### config.mk
export PLATFORM = sky130hd
export DESIGN_NAME = arp_neighbor_cache_aging_top
export DESIGN_NICKNAME = d
export VERILOG_FILES = /design/src/sv/arpnc_pkg.sv /design/src/sv/arpnc_ram.sv /design/src/sv/arpnc_ctrl.sv /design/src/sv/arpnc_dp.sv /design/src/sv/arp_neighbor_cache_aging_top.sv
export VERILOG_INCLUDE_DIRS = /design/src /design/src/sv
export SDC_FILE = /design/constraint.sdc
export NUM_CORES = 2
export LEC_CHECK = 0
export CAP_MARGIN = 40
export CORE_ASPECT_RATIO = 1.75
export CORE_UTILIZATION = 34
export CTS_BUF_LIST = sky130_fd_sc_hd__clkbuf_16
export CTS_CLUSTER_DIAMETER = 200
export DETAILED_ROUTE_END_ITERATION = 8
export DONT_BUFFER_PORTS = 1
export PLACE_DENSITY_LB_ADDON = 0.08
export RECOVER_POWER = 25
export SKIP_LAST_GASP = 1
export SLEW_MARGIN = 20
export SYNTH_ARGS = -nofsm -noshare
export SYNTH_HDL_FRONTEND = slang
export SYNTH_HIERARCHICAL = 1
export SYNTH_SLANG_ARGS = --single-unit
### constraint.sdc
create_clock -name clk_i -period 15.6 [get_ports clk_i]
set_clock_uncertainty 0.15 [all_clocks]
set_input_delay 0.78 -clock clk_i [delete_from_list [all_inputs] [get_ports clk_i]]
set_output_delay 0.78 -clock clk_i [all_outputs]
set_load 0.005 [all_outputs]
### src/sv/arp_neighbor_cache_aging_top_macros.svh
// ----------------------------------------------------------------------------
// arp neighbor cache assertion macros
// concurrent checks on clk_i, disabled while rst_ni is low
// ----------------------------------------------------------------------------
`ifndef ARP_NEIGHBOR_CACHE_AGING_TOP_MACROS_SVH
`define ARP_NEIGHBOR_CACHE_AGING_TOP_MACROS_SVH
`ifndef SYNTHESIS
`define ARPNC_ASSERT(lbl, prop, msg) \
  lbl: assert property (@(posedge clk_i) disable iff (!rst_ni) (prop)) else $error(msg);
`define ARPNC_ASSERT_NEVER(lbl, cond, msg) \
  lbl: assert property (@(posedge clk_i) disable iff (!rst_ni) !(cond)) else $error(msg);
`else
`define ARPNC_ASSERT(lbl, prop, msg)
`define ARPNC_ASSERT_NEVER(lbl, cond, msg)
`endif
`endif

### src/sv/arpnc_pkg.sv
// ----------------------------------------------------------------------------
// arpnc_pkg
// shared widths, codes and controller/datapath interface types
// ----------------------------------------------------------------------------
package arpnc_pkg;

  localparam int unsigned ADDR_W     = 32;
  localparam int unsigned MAC_W      = 48;
  localparam int unsigned STAMP_W    = 32;
  localparam int unsigned AGE_W      = 16;
  localparam int unsigned PREFIX_W   = 6;
  localparam int unsigned SLOT_W     = 4;
  localparam int unsigned KIND_W     = 2;
  localparam int unsigned CFG_IDX_W  = 2;
  localparam int unsigned CFG_DATA_W = 32;

  localparam logic [PREFIX_W-1:0] PREFIX_RST  = 6'd24;
  localparam logic [AGE_W-1:0]    MAX_AGE_RST = 16'd120;

  // configuration register indexes
  localparam logic [CFG_IDX_W-1:0] CFG_OWN_ADDRESS   = 2'd0;
  localparam logic [CFG_IDX_W-1:0] CFG_PREFIX_LENGTH = 2'd1;
  localparam logic [CFG_IDX_W-1:0] CFG_MAX_AGE       = 2'd2;

  typedef enum logic [KIND_W-1:0] {
    KIND_LEARN  = 2'd0,
    KIND_LOOKUP = 2'd1,
    KIND_TICK   = 2'd2
  } kind_e;

  typedef struct packed {
    logic [STAMP_W-1:0] stamp;
    logic [MAC_W-1:0]   mac;
    logic [ADDR_W-1:0]  addr;
  } entry_t;

  localparam int unsigned ENTRY_W = $bits(entry_t);

  typedef struct packed {
    logic load;      // latch a new word
    logic prefetch;  // read the slot after the one under test
    logic advance;   // step to the next slot
    logic take;      // current slot wins: capture result, write on learn
  } cmd_t;

  typedef struct packed {
    logic needs_scan;  // incoming word is a lookup or an in-subnet learn
    logic match;       // slot under test qualifies
    logic last;        // slot under test is the final one
  } status_t;

endpackage

### src/sv/arpnc_ram.sv
// ----------------------------------------------------------------------------
// arpnc_ram
// generic single write port, single read port ram with registered read
// ----------------------------------------------------------------------------
module arpnc_ram #(
  parameter int unsigned WIDTH = 8,
  parameter int unsigned DEPTH = 16,
  localparam int unsigned AW   = (DEPTH > 1) ? $clog2(DEPTH) : 1
) (
  input  logic             clk_i,
  input  logic             we_i,
  input  logic [AW-1:0]    waddr_i,
  input  logic [WIDTH-1:0] wdata_i,
  input  logic [AW-1:0]    raddr_i,
  output logic [WIDTH-1:0] rdata_o
);

  logic [WIDTH-1:0] mem_q [DEPTH];
  logic [WIDTH-1:0] rdata_q;

  always_ff @(posedge clk_i) begin
    if (we_i) begin
      mem_q[waddr_i] <= wdata_i;
    end
    rdata_q <= mem_q[raddr_i];
  end

  assign rdata_o = rdata_q;

endmodule

### src/sv/arpnc_ctrl.sv
// ----------------------------------------------------------------------------
// arpnc_ctrl
// sequencer: accepts a word, drives the slot scan, presents the result
// ----------------------------------------------------------------------------
module arpnc_ctrl import arpnc_pkg::*; (
  input  logic    clk_i,
  input  logic    rst_ni,
  input  logic    in_valid_i,
  output logic    in_ready_o,
  output logic    out_valid_o,
  input  logic    out_ready_i,
  input  status_t status_i,
  output cmd_t    cmd_o
);

  typedef enum logic [3:0] {
    ST_IDLE  = 4'b0001,
    ST_FETCH = 4'b0010,
    ST_EVAL  = 4'b0100,
    ST_DONE  = 4'b1000
  } state_e;

  state_e state_q, state_d;

  always_comb begin
    state_d     = state_q;
    cmd_o       = '0;
    in_ready_o  = 1'b0;
    out_valid_o = 1'b0;
    case (state_q)
      ST_IDLE: begin
        in_ready_o = 1'b1;
        if (in_valid_i) begin
          cmd_o.load = 1'b1;
          state_d    = status_i.needs_scan ? ST_FETCH : ST_DONE;
        end
      end
      ST_FETCH: begin
        // slot zero read is in flight
        state_d = ST_EVAL;
      end
      ST_EVAL: begin
        cmd_o.prefetch = 1'b1;
        if (status_i.match) begin
          cmd_o.take = 1'b1;
          state_d    = ST_DONE;
        end else if (status_i.last) begin
          state_d = ST_DONE;
        end else begin
          cmd_o.advance = 1'b1;
        end
      end
      ST_DONE: begin
        out_valid_o = 1'b1;
        if (out_ready_i) begin
          state_d = ST_IDLE;
        end
      end
      default: begin
        state_d = ST_IDLE;
      end
    endcase
  end

  always_ff @(posedge clk_i or negedge rst_ni) begin
    if (!rst_ni) begin
      state_q <= ST_IDLE;
    end else begin
      state_q <= state_d;
    end
  end

endmodule

### src/sv/arpnc_dp.sv
// ----------------------------------------------------------------------------
// arpnc_dp
// datapath: config registers, tick counter, neighbor table, slot tests
// ----------------------------------------------------------------------------
module arpnc_dp import arpnc_pkg::*; #(
  parameter int unsigned TABLE_ENTRIES = 16
) (
  input  logic                  clk_i,
  input  logic                  rst_ni,
  input  logic                  cfg_we_i,
  input  logic [CFG_IDX_W-1:0]  cfg_index_i,
  input  logic [CFG_DATA_W-1:0] cfg_data_i,
  input  logic [KIND_W-1:0]     kind_i,
  input  logic [ADDR_W-1:0]     query_addr_i,
  input  logic [MAC_W-1:0]      mac_in_i,
  input  cmd_t                  cmd_i,
  output status_t               status_o,
  output logic                  hit_o,
  output logic [MAC_W-1:0]      mac_out_o,
  output logic                  stored_o,
  output logic [SLOT_W-1:0]     slot_used_o
);

  localparam int unsigned IDX_W = $clog2(TABLE_ENTRIES);
  localparam logic [IDX_W-1:0] LAST_IDX = IDX_W'(TABLE_ENTRIES - 1);

  logic [ADDR_W-1:0]        own_addr_q;
  logic [PREFIX_W-1:0]      prefix_q;
  logic [AGE_W-1:0]         max_age_q;
  logic [STAMP_W-1:0]       tick_q;
  logic [TABLE_ENTRIES-1:0] valid_q;
  logic [IDX_W-1:0]         idx_q;
  logic [KIND_W-1:0]        kind_q;
  logic [ADDR_W-1:0]        addr_q;
  logic [MAC_W-1:0]         mac_q;
  logic                     hit_q;
  logic [MAC_W-1:0]         mac_out_q;
  logic                     stored_q;
  logic [SLOT_W-1:0]        slot_q;

  // subnet test on the incoming word
  logic [PREFIX_W-1:0] len_w;
  logic [ADDR_W-1:0]   mask_w;
  logic                in_subnet_w;

  assign len_w       = (prefix_q > PREFIX_W'(ADDR_W)) ? PREFIX_W'(ADDR_W) : prefix_q;
  assign mask_w      = (len_w == '0) ? '0 : ('1 << (PREFIX_W'(ADDR_W) - len_w));
  assign in_subnet_w = ((query_addr_i ^ own_addr_q) & mask_w) == '0;

  assign status_o.needs_scan = ((kind_i == KIND_LEARN) && in_subnet_w) ||
                               (kind_i == KIND_LOOKUP);

  // table storage
  logic             ram_we;
  logic [IDX_W-1:0] ram_raddr;
  entry_t           ram_rdata;
  entry_t           ram_wdata;
  entry_t           ent;

  assign ram_raddr = (cmd_i.prefetch && (idx_q != LAST_IDX)) ? idx_q + 1'b1 : idx_q;

  arpnc_ram #(
    .WIDTH (ENTRY_W),
    .DEPTH (TABLE_ENTRIES)
  ) u_table (
    .clk_i   (clk_i),
    .we_i    (ram_we),
    .waddr_i (idx_q),
    .wdata_i (ram_wdata),
    .raddr_i (ram_raddr),
    .rdata_o (ram_rdata)
  );

  // never-written slots read as all zero
  assign ent = valid_q[idx_q] ? ram_rdata : '0;

  logic [STAMP_W-1:0] age_w;
  logic               fresh_w;
  logic               refresh_w;
  logic               overwrite_w;
  logic               lookup_hit_w;

  assign age_w        = tick_q - ent.stamp;
  assign fresh_w      = age_w <= STAMP_W'(max_age_q);
  assign refresh_w    = fresh_w && (ent.addr == addr_q);
  assign overwrite_w  = (ent.stamp == '0) || !fresh_w;
  assign lookup_hit_w = (ent.addr == addr_q) && fresh_w && (ent.mac != '0);

  assign status_o.match = (kind_q == KIND_LEARN) ? (refresh_w || overwrite_w) : lookup_hit_w;
  assign status_o.last  = idx_q == LAST_IDX;

  assign ram_we          = cmd_i.take && (kind_q == KIND_LEARN);
  assign ram_wdata.addr  = addr_q;
  assign ram_wdata.mac   = refresh_w ? ent.mac : mac_q;
  assign ram_wdata.stamp = tick_q;

  always_ff @(posedge clk_i or negedge rst_ni) begin
    if (!rst_ni) begin
      own_addr_q <= '0;
      prefix_q   <= PREFIX_RST;
      max_age_q  <= MAX_AGE_RST;
      tick_q     <= '0;
      valid_q    <= '0;
      idx_q      <= '0;
    end else begin
      if (cfg_we_i) begin
        case (cfg_index_i)
          CFG_OWN_ADDRESS:   own_addr_q <= cfg_data_i;
          CFG_PREFIX_LENGTH: prefix_q   <= cfg_data_i[PREFIX_W-1:0];
          CFG_MAX_AGE:       max_age_q  <= cfg_data_i[AGE_W-1:0];
          default: ;
        endcase
      end
      if (cmd_i.load) begin
        idx_q <= '0;
        if (kind_i == KIND_TICK) begin
          tick_q <= tick_q + 1'b1;
        end
      end else if (cmd_i.advance) begin
        idx_q <= idx_q + 1'b1;
      end
      if (ram_we) begin
        valid_q[idx_q] <= 1'b1;
      end
    end
  end

  always_ff @(posedge clk_i) begin
    if (cmd_i.load) begin
      kind_q    <= kind_i;
      addr_q    <= query_addr_i;
      mac_q     <= mac_in_i;
      hit_q     <= 1'b0;
      mac_out_q <= '0;
      stored_q  <= 1'b0;
      slot_q    <= '0;
    end else if (cmd_i.take) begin
      hit_q     <= kind_q == KIND_LOOKUP;
      mac_out_q <= (kind_q == KIND_LOOKUP) ? ent.mac : '0;
      stored_q  <= kind_q == KIND_LEARN;
      slot_q    <= SLOT_W'(idx_q);
    end
  end

  assign hit_o       = hit_q;
  assign mac_out_o   = mac_out_q;
  assign stored_o    = stored_q;
  assign slot_used_o = slot_q;

endmodule

### src/sv/arp_neighbor_cache_aging_top.sv
// ----------------------------------------------------------------------------
// arp_neighbor_cache_aging_top
// ipv4 to mac neighbor table with learn, lookup and age-based expiry
// ----------------------------------------------------------------------------
//  channel   direction  handshake                      contents
//  s_axis    in         s_axis_tvalid/s_axis_tready    tuser kind, tdata addr+mac
//  m_axis    out        m_axis_tvalid/m_axis_tready    tdata hit, mac, stored, slot
//  cfg       in         cfg_we_i (no wait)             cfg_index_i, cfg_data_i
//
// tick, unused kind and out-of-subnet learn: result valid the cycle after accept.
// lookup and in-subnet learn: a read of slot zero, then one slot tested per cycle
// through the table ram read port until a slot matches or the last slot is tested;
// at most TABLE_ENTRIES slots are tested.
// one word in flight: s_axis_tready is low until the result is taken.
// reset clears the table at once through per-slot valid bits, no sweep.
// ----------------------------------------------------------------------------
`include "arp_neighbor_cache_aging_top_macros.svh"

module arp_neighbor_cache_aging_top import arpnc_pkg::*; #(
  parameter int unsigned TABLE_ENTRIES = 16
) (
  input  logic                  clk_i,
  input  logic                  rst_ni,
  input  logic                  s_axis_tvalid,
  output logic                  s_axis_tready,
  input  logic [79:0]           s_axis_tdata,   // query_addr[31:0], mac_in[79:32]
  input  logic [KIND_W-1:0]     s_axis_tuser,   // kind[1:0]
  output logic                  m_axis_tvalid,
  input  logic                  m_axis_tready,
  output logic [55:0]           m_axis_tdata,   // hit[0], mac_out[48:1], stored[49],
                                                // slot_used[53:50], zero[55:54]
  input  logic                  cfg_we_i,
  input  logic [CFG_IDX_W-1:0]  cfg_index_i,
  input  logic [CFG_DATA_W-1:0] cfg_data_i
);

  cmd_t              cmd;
  status_t           status;
  logic              hit;
  logic [MAC_W-1:0]  mac_out;
  logic              stored;
  logic [SLOT_W-1:0] slot_used;

  arpnc_ctrl u_ctrl (
    .clk_i       (clk_i),
    .rst_ni      (rst_ni),
    .in_valid_i  (s_axis_tvalid),
    .in_ready_o  (s_axis_tready),
    .out_valid_o (m_axis_tvalid),
    .out_ready_i (m_axis_tready),
    .status_i    (status),
    .cmd_o       (cmd)
  );

  arpnc_dp #(
    .TABLE_ENTRIES (TABLE_ENTRIES)
  ) u_dp (
    .clk_i        (clk_i),
    .rst_ni       (rst_ni),
    .cfg_we_i     (cfg_we_i),
    .cfg_index_i  (cfg_index_i),
    .cfg_data_i   (cfg_data_i),
    .kind_i       (s_axis_tuser),
    .query_addr_i (s_axis_tdata[ADDR_W-1:0]),
    .mac_in_i     (s_axis_tdata[ADDR_W+MAC_W-1:ADDR_W]),
    .cmd_i        (cmd),
    .status_o     (status),
    .hit_o        (hit),
    .mac_out_o    (mac_out),
    .stored_o     (stored),
    .slot_used_o  (slot_used)
  );

  assign m_axis_tdata = {2'b00, slot_used, stored, mac_out, hit};

  `ARPNC_ASSERT_NEVER(a_one_word_in_flight, s_axis_tready && m_axis_tvalid, "input open while result pending")
  `ARPNC_ASSERT(a_tick_quick, s_axis_tvalid && s_axis_tready && (s_axis_tuser == KIND_TICK) |=> m_axis_tvalid, "tick result late")
  `ARPNC_ASSERT_NEVER(a_hit_and_stored, m_axis_tvalid && hit && stored, "hit and stored together")
  `ARPNC_ASSERT_NEVER(a_mac_without_hit, m_axis_tvalid && !hit && (mac_out != '0), "mac on a miss")

endmodule
==> results list <==
- Run status: finished with violations
- The checks that failed: max-capacitance violations, max-slew violations.
* Largest fanout on the critical path: 44
- Max H-tree Level: 4
* Core region area: 243000 um2
* Count of yosys warnings during synthesis: 6
* Critical path capture point type: register
* Detailed placer's ending HPWL: 152000 um
- Combinational family with the most area after synthesis: multiplexers
- Average instance area after synthesis: 19.3 um2
- DR WL/cell: 30.5 um
* Worst skew pair latency: 0.87 ns
* Largest voltage drop on the vdd net: 0.0917 mV
- For this run, the share of the core covered by cells in the final layout is 0.395.
- Levels on crit path: 33
- Vias in the first global route: 44600
- At the placement stage, the worst setup path has a slack of 4.32 ns.
- PD cells: 130 nW/um2
- The total overflow left after global routing is 0.
- During placement, the flow inserted port buffers numbering 0.
- CP Capture Point: u_dp/u_table/mem_q[1][1]$_DFFE_PP_
* Detailed-route via count: 42200
- The tool flagged a number of max-cap violations equal to 3.
- For this run, the post-layout net count is 4783.
- CTS-repair resized insts: 0
- Post-place instance area: 88100 um2
* CTS max path bufs: 4
- TritonCTS built the clock tree.
* Initial antenna violation count: 25
- The number of buffers and inverters on the critical path is 6.
- Die Y-Extent: 656 um
* Overall routed net length: 245000 um
* Antenna Violating Nets Remaining: 0
* Number of instances in the synthesized netlist: 4289
- During I/O placement, the number of pins put on the boundary was 179.
- Simple-gate share of the synthesized area: 0.0332
- For the final routed database, the setup TNS stands at 0 ns.
- For this configuration, the core starts out at a cell density of 0.342.
- From synthesis to final layout, the design area changed by 15.3%.
- Arrival time reported for the critical path endpoint: 10.87 ns
- Peak per-stage delay on the critical path: 0.81 ns
- DIE WIDTH: 375 um
- Worst r2r src: u_dp/idx_q[0]$_DFFE_PN0P_
* Number of clock buffers inserted by TritonCTS: 209
- Max Transition Viols Final: 166
- On the critical path, the stage with the largest delay is an instance of dfrtp_1.
- Max Freq: 95.0 MHz
- Library cells used by synthesis: 75
- The tree built by TritonCTS fans out to 2150 sinks.
- Tightest Hold Check Type: in -> reg
- Compound-gate portion of the synthesized area: 0.0414
- Hold repair after CTS inserted 118 buffers.
- The kind of cell with the highest combined delay along the critical path is simple AND/OR/NAND/NOR gates.
- Setup Crit Path Kind: reg -> reg
* Xor and xnor area share after synthesis: 0.0110
- Sequential cell area: 62400 um2
- The number of hold-slack violations in the final timing report is 0.
- Site Rows: 239
- Measured against its own limit, the worst slew margin works out to -3.77.
* Share of the yosys chip area belonging to registers: 0.751
- FF+latch count, synth: 2150
* Unrepaired setup endpoints after global routing: no
* Final setup viols: 0
- In the final layout, the share of cells above drive strength 1 is 0.206.
- After detailed routing, the number of remaining DRC violations is 0.
- The first global-routing pass estimated 347000 um of wire.
- Cell repeated most along the worst path: buf_4
* Reg-to-reg endpoint: u_dp/u_table/mem_q[1][1]$_DFFE_PP_
- CTS root buf: clkbuf_16
- In the routed layout, each cell is associated on average with a via count of 5.25.
- For the pin with the worst max-slew slack, the measured transition is 7.16 ns.
* P_leak: 29.5 nW
* Weighted congestion reported at the end of routability-driven placement: 0.830
- Commonest cells after routing, fill and taps aside: edfxtp_1, mux4_2, a22oi_1
* R2r worst-path depth: 33
* Critical Path Start: u_dp/idx_q[0]$_DFFE_PN0P_
* Final worst path period need: 10.52 ns
- The worst setup path is launched from a register.
- Of the total synthesized cell area, the portion taken by full adders, half adders and majority gates is 0.00883.
- Crit share post-route: 0.675
* Required time at the endpoint of the critical path: 15.95 ns
- Leaving out fill and tap cells, the most frequent cell in the layout is edfxtp_1.
* Post-route design area: 95700 um2
- Pin count of the biggest net entering global routing: 142
- Post-layout worst setup margin: 5.08 ns
* Most instantiated flip-flop cell in the synthesis netlist: edfxtp_1
* Combined area of all synthesized cells: 83000 um2
* Fillcell total: 21900
- The floorplan step defined a die boundary enclosing 246000 um2.
- The number of setup buffers added after CTS is 0.
* Mux contribution to synthesized area: 0.137
* Detailed-router iteration count before antenna repair: 5
- Across every metal layer, demand over resource in global routing totals 0.198.
- Total area of multi-input combinational cells: 19400 um2
- Drt initial violations: 3114
- Share of async-settable or async-resettable flops after synthesis: 0.0512
* CTS clk-pin slew, worst paths: 0.06 ns
- Number of enable-type register cells in the synthesized netlist: 1874
- Across all register-to-register paths, the minimum setup slack is 5.08 ns.
-- report_power, final --
group	switching, mW	total, mW	leakage (nW)	internal [mW]
registers	0.133	6.66	18.8	6.53
clock network	2.21	4.90	3.34	2.69
logic	0.585	0.893	7.36	0.308
-- registers in the layout, summed over array words and instances (netlist names), 2 cells and up --
name	cells
u_dp/u_table/rdata_o	112
u_dp/prefix_q	6
u_dp/tick_q	32
u_dp/mac_q	48
u_dp/mac_out_o	48
u_dp/u_table/mem_q	1792
u_dp/addr_q	32
u_dp/idx_q	4
u_dp/valid_q	16
u_dp/slot_used_o	4
u_dp/own_addr_q	32
u_dp/max_age_q	16
u_dp/kind_q	2
u_ctrl/state_q	4
-- worst min-delay path by stage --
stage,start,end,slack [ns],depth (start not counted)
after global routing,s_axis_tuser[1],u_ctrl/state_q[1]$_DFFE_PN0P_,0.06,2
final,s_axis_tuser[1],u_ctrl/state_q[1]$_DFFE_PN0P_,0.11,2
after global placement,u_dp/valid_q[11]$_DFFE_PN0P_,u_dp/valid_q[11]$_DFFE_PN0P_,0.29,1
after floorplan,u_dp/valid_q[0]$_DFFE_PN0P_,u_dp/valid_q[0]$_DFFE_PN0P_,0.28,1
after detailed placement,u_dp/valid_q[11]$_DFFE_PN0P_,u_dp/valid_q[11]$_DFFE_PN0P_,0.29,1
after CTS,s_axis_tuser[1],u_ctrl/state_q[1]$_DFFE_PN0P_,0.05,2
-- kinds of logic after synthesis --
group | Yosys count
AO/OA/AOI/OAI | 492
XOR/XNOR | 104
adder cells (fa/ha/maj) | 58
buffers and inverters | 308
flip-flops | 2150
multiplexers | 569
other | 1
AND/OR/NAND/NOR | 607
-- through the flow --
step | std cells | power [mW] | hold WS [ns]
3_3_place_gp | 7456 | 7.64 | 0.288
5_1_grt | 8026 | 12.9 | 0.0624
4_1_cts | 8008 | 12.7 | 0.0506
3_5_place_dp | 7512 | 7.67 | 0.294
2_1_floorplan | 4290 | 7.27 | 0.277
6_report | 8030 | 12.5 | 0.115
-- cell usage after synthesis (all sizes together), types with 6 or more instances --
cell type / number / area share
nor2b: 10 / 0.00075
o21bai: 6 / 0.00054
nand2b: 11 / 0.00083
a21o: 22 / 0.0020
a211oi: 7 / 0.00063
edfxtp: 1874 / 0.68
or3: 6 / 0.00045
ha: 57 / 0.0086
xor2: 35 / 0.0037
nor2: 138 / 0.0062
clkbuf: 100 / 0.0045
buf: 116 / 0.0084
o21a: 7 / 0.00063
a22oi: 278 / 0.025
o21ai: 42 / 0.0025
xnor2: 69 / 0.0073
a21oi: 77 / 0.0046
nand2: 268 / 0.012
mux2: 56 / 0.0076
nor4: 28 / 0.0023
dfrtp: 103 / 0.031
nand4: 27 / 0.0020
nand3: 46 / 0.0028
dfxtp: 166 / 0.040
dfstp: 7 / 0.0022
mux4: 448 / 0.12
and2: 12 / 0.00090
a31oi: 6 / 0.00045
nor3: 26 / 0.0016
and3: 10 / 0.00075
mux2i: 65 / 0.0078
inv: 92 / 0.0042
nand3b: 7 / 0.00063
-- layout make-up --
type | instances | area share
flip-flops and latches | 2150 | 0.652
multi-input cells | 1832 | 0.203
clock buffers | 211 | 0.0552
well taps | 3253 | 0.0425
repair buffers | 319 | 0.0317
clock inverters | 167 | 0.0120
inverters | 92 | 0.00361
diodes | 6 | 0.000157
-- per-layer routing --
metal  part of all wire  track usage  vias to the layer above  wire length (um)
met5            0.00062            0                        -               151
li1                   -            -                    18000                 -
met3              0.047       0.0321                      378             11400
met4              0.029       0.0586                       12              7150
met2               0.52        0.350                      966            127000
met1               0.41        0.249                    22800             99500
Note: power is estimated with default switching activity, not from simulation.
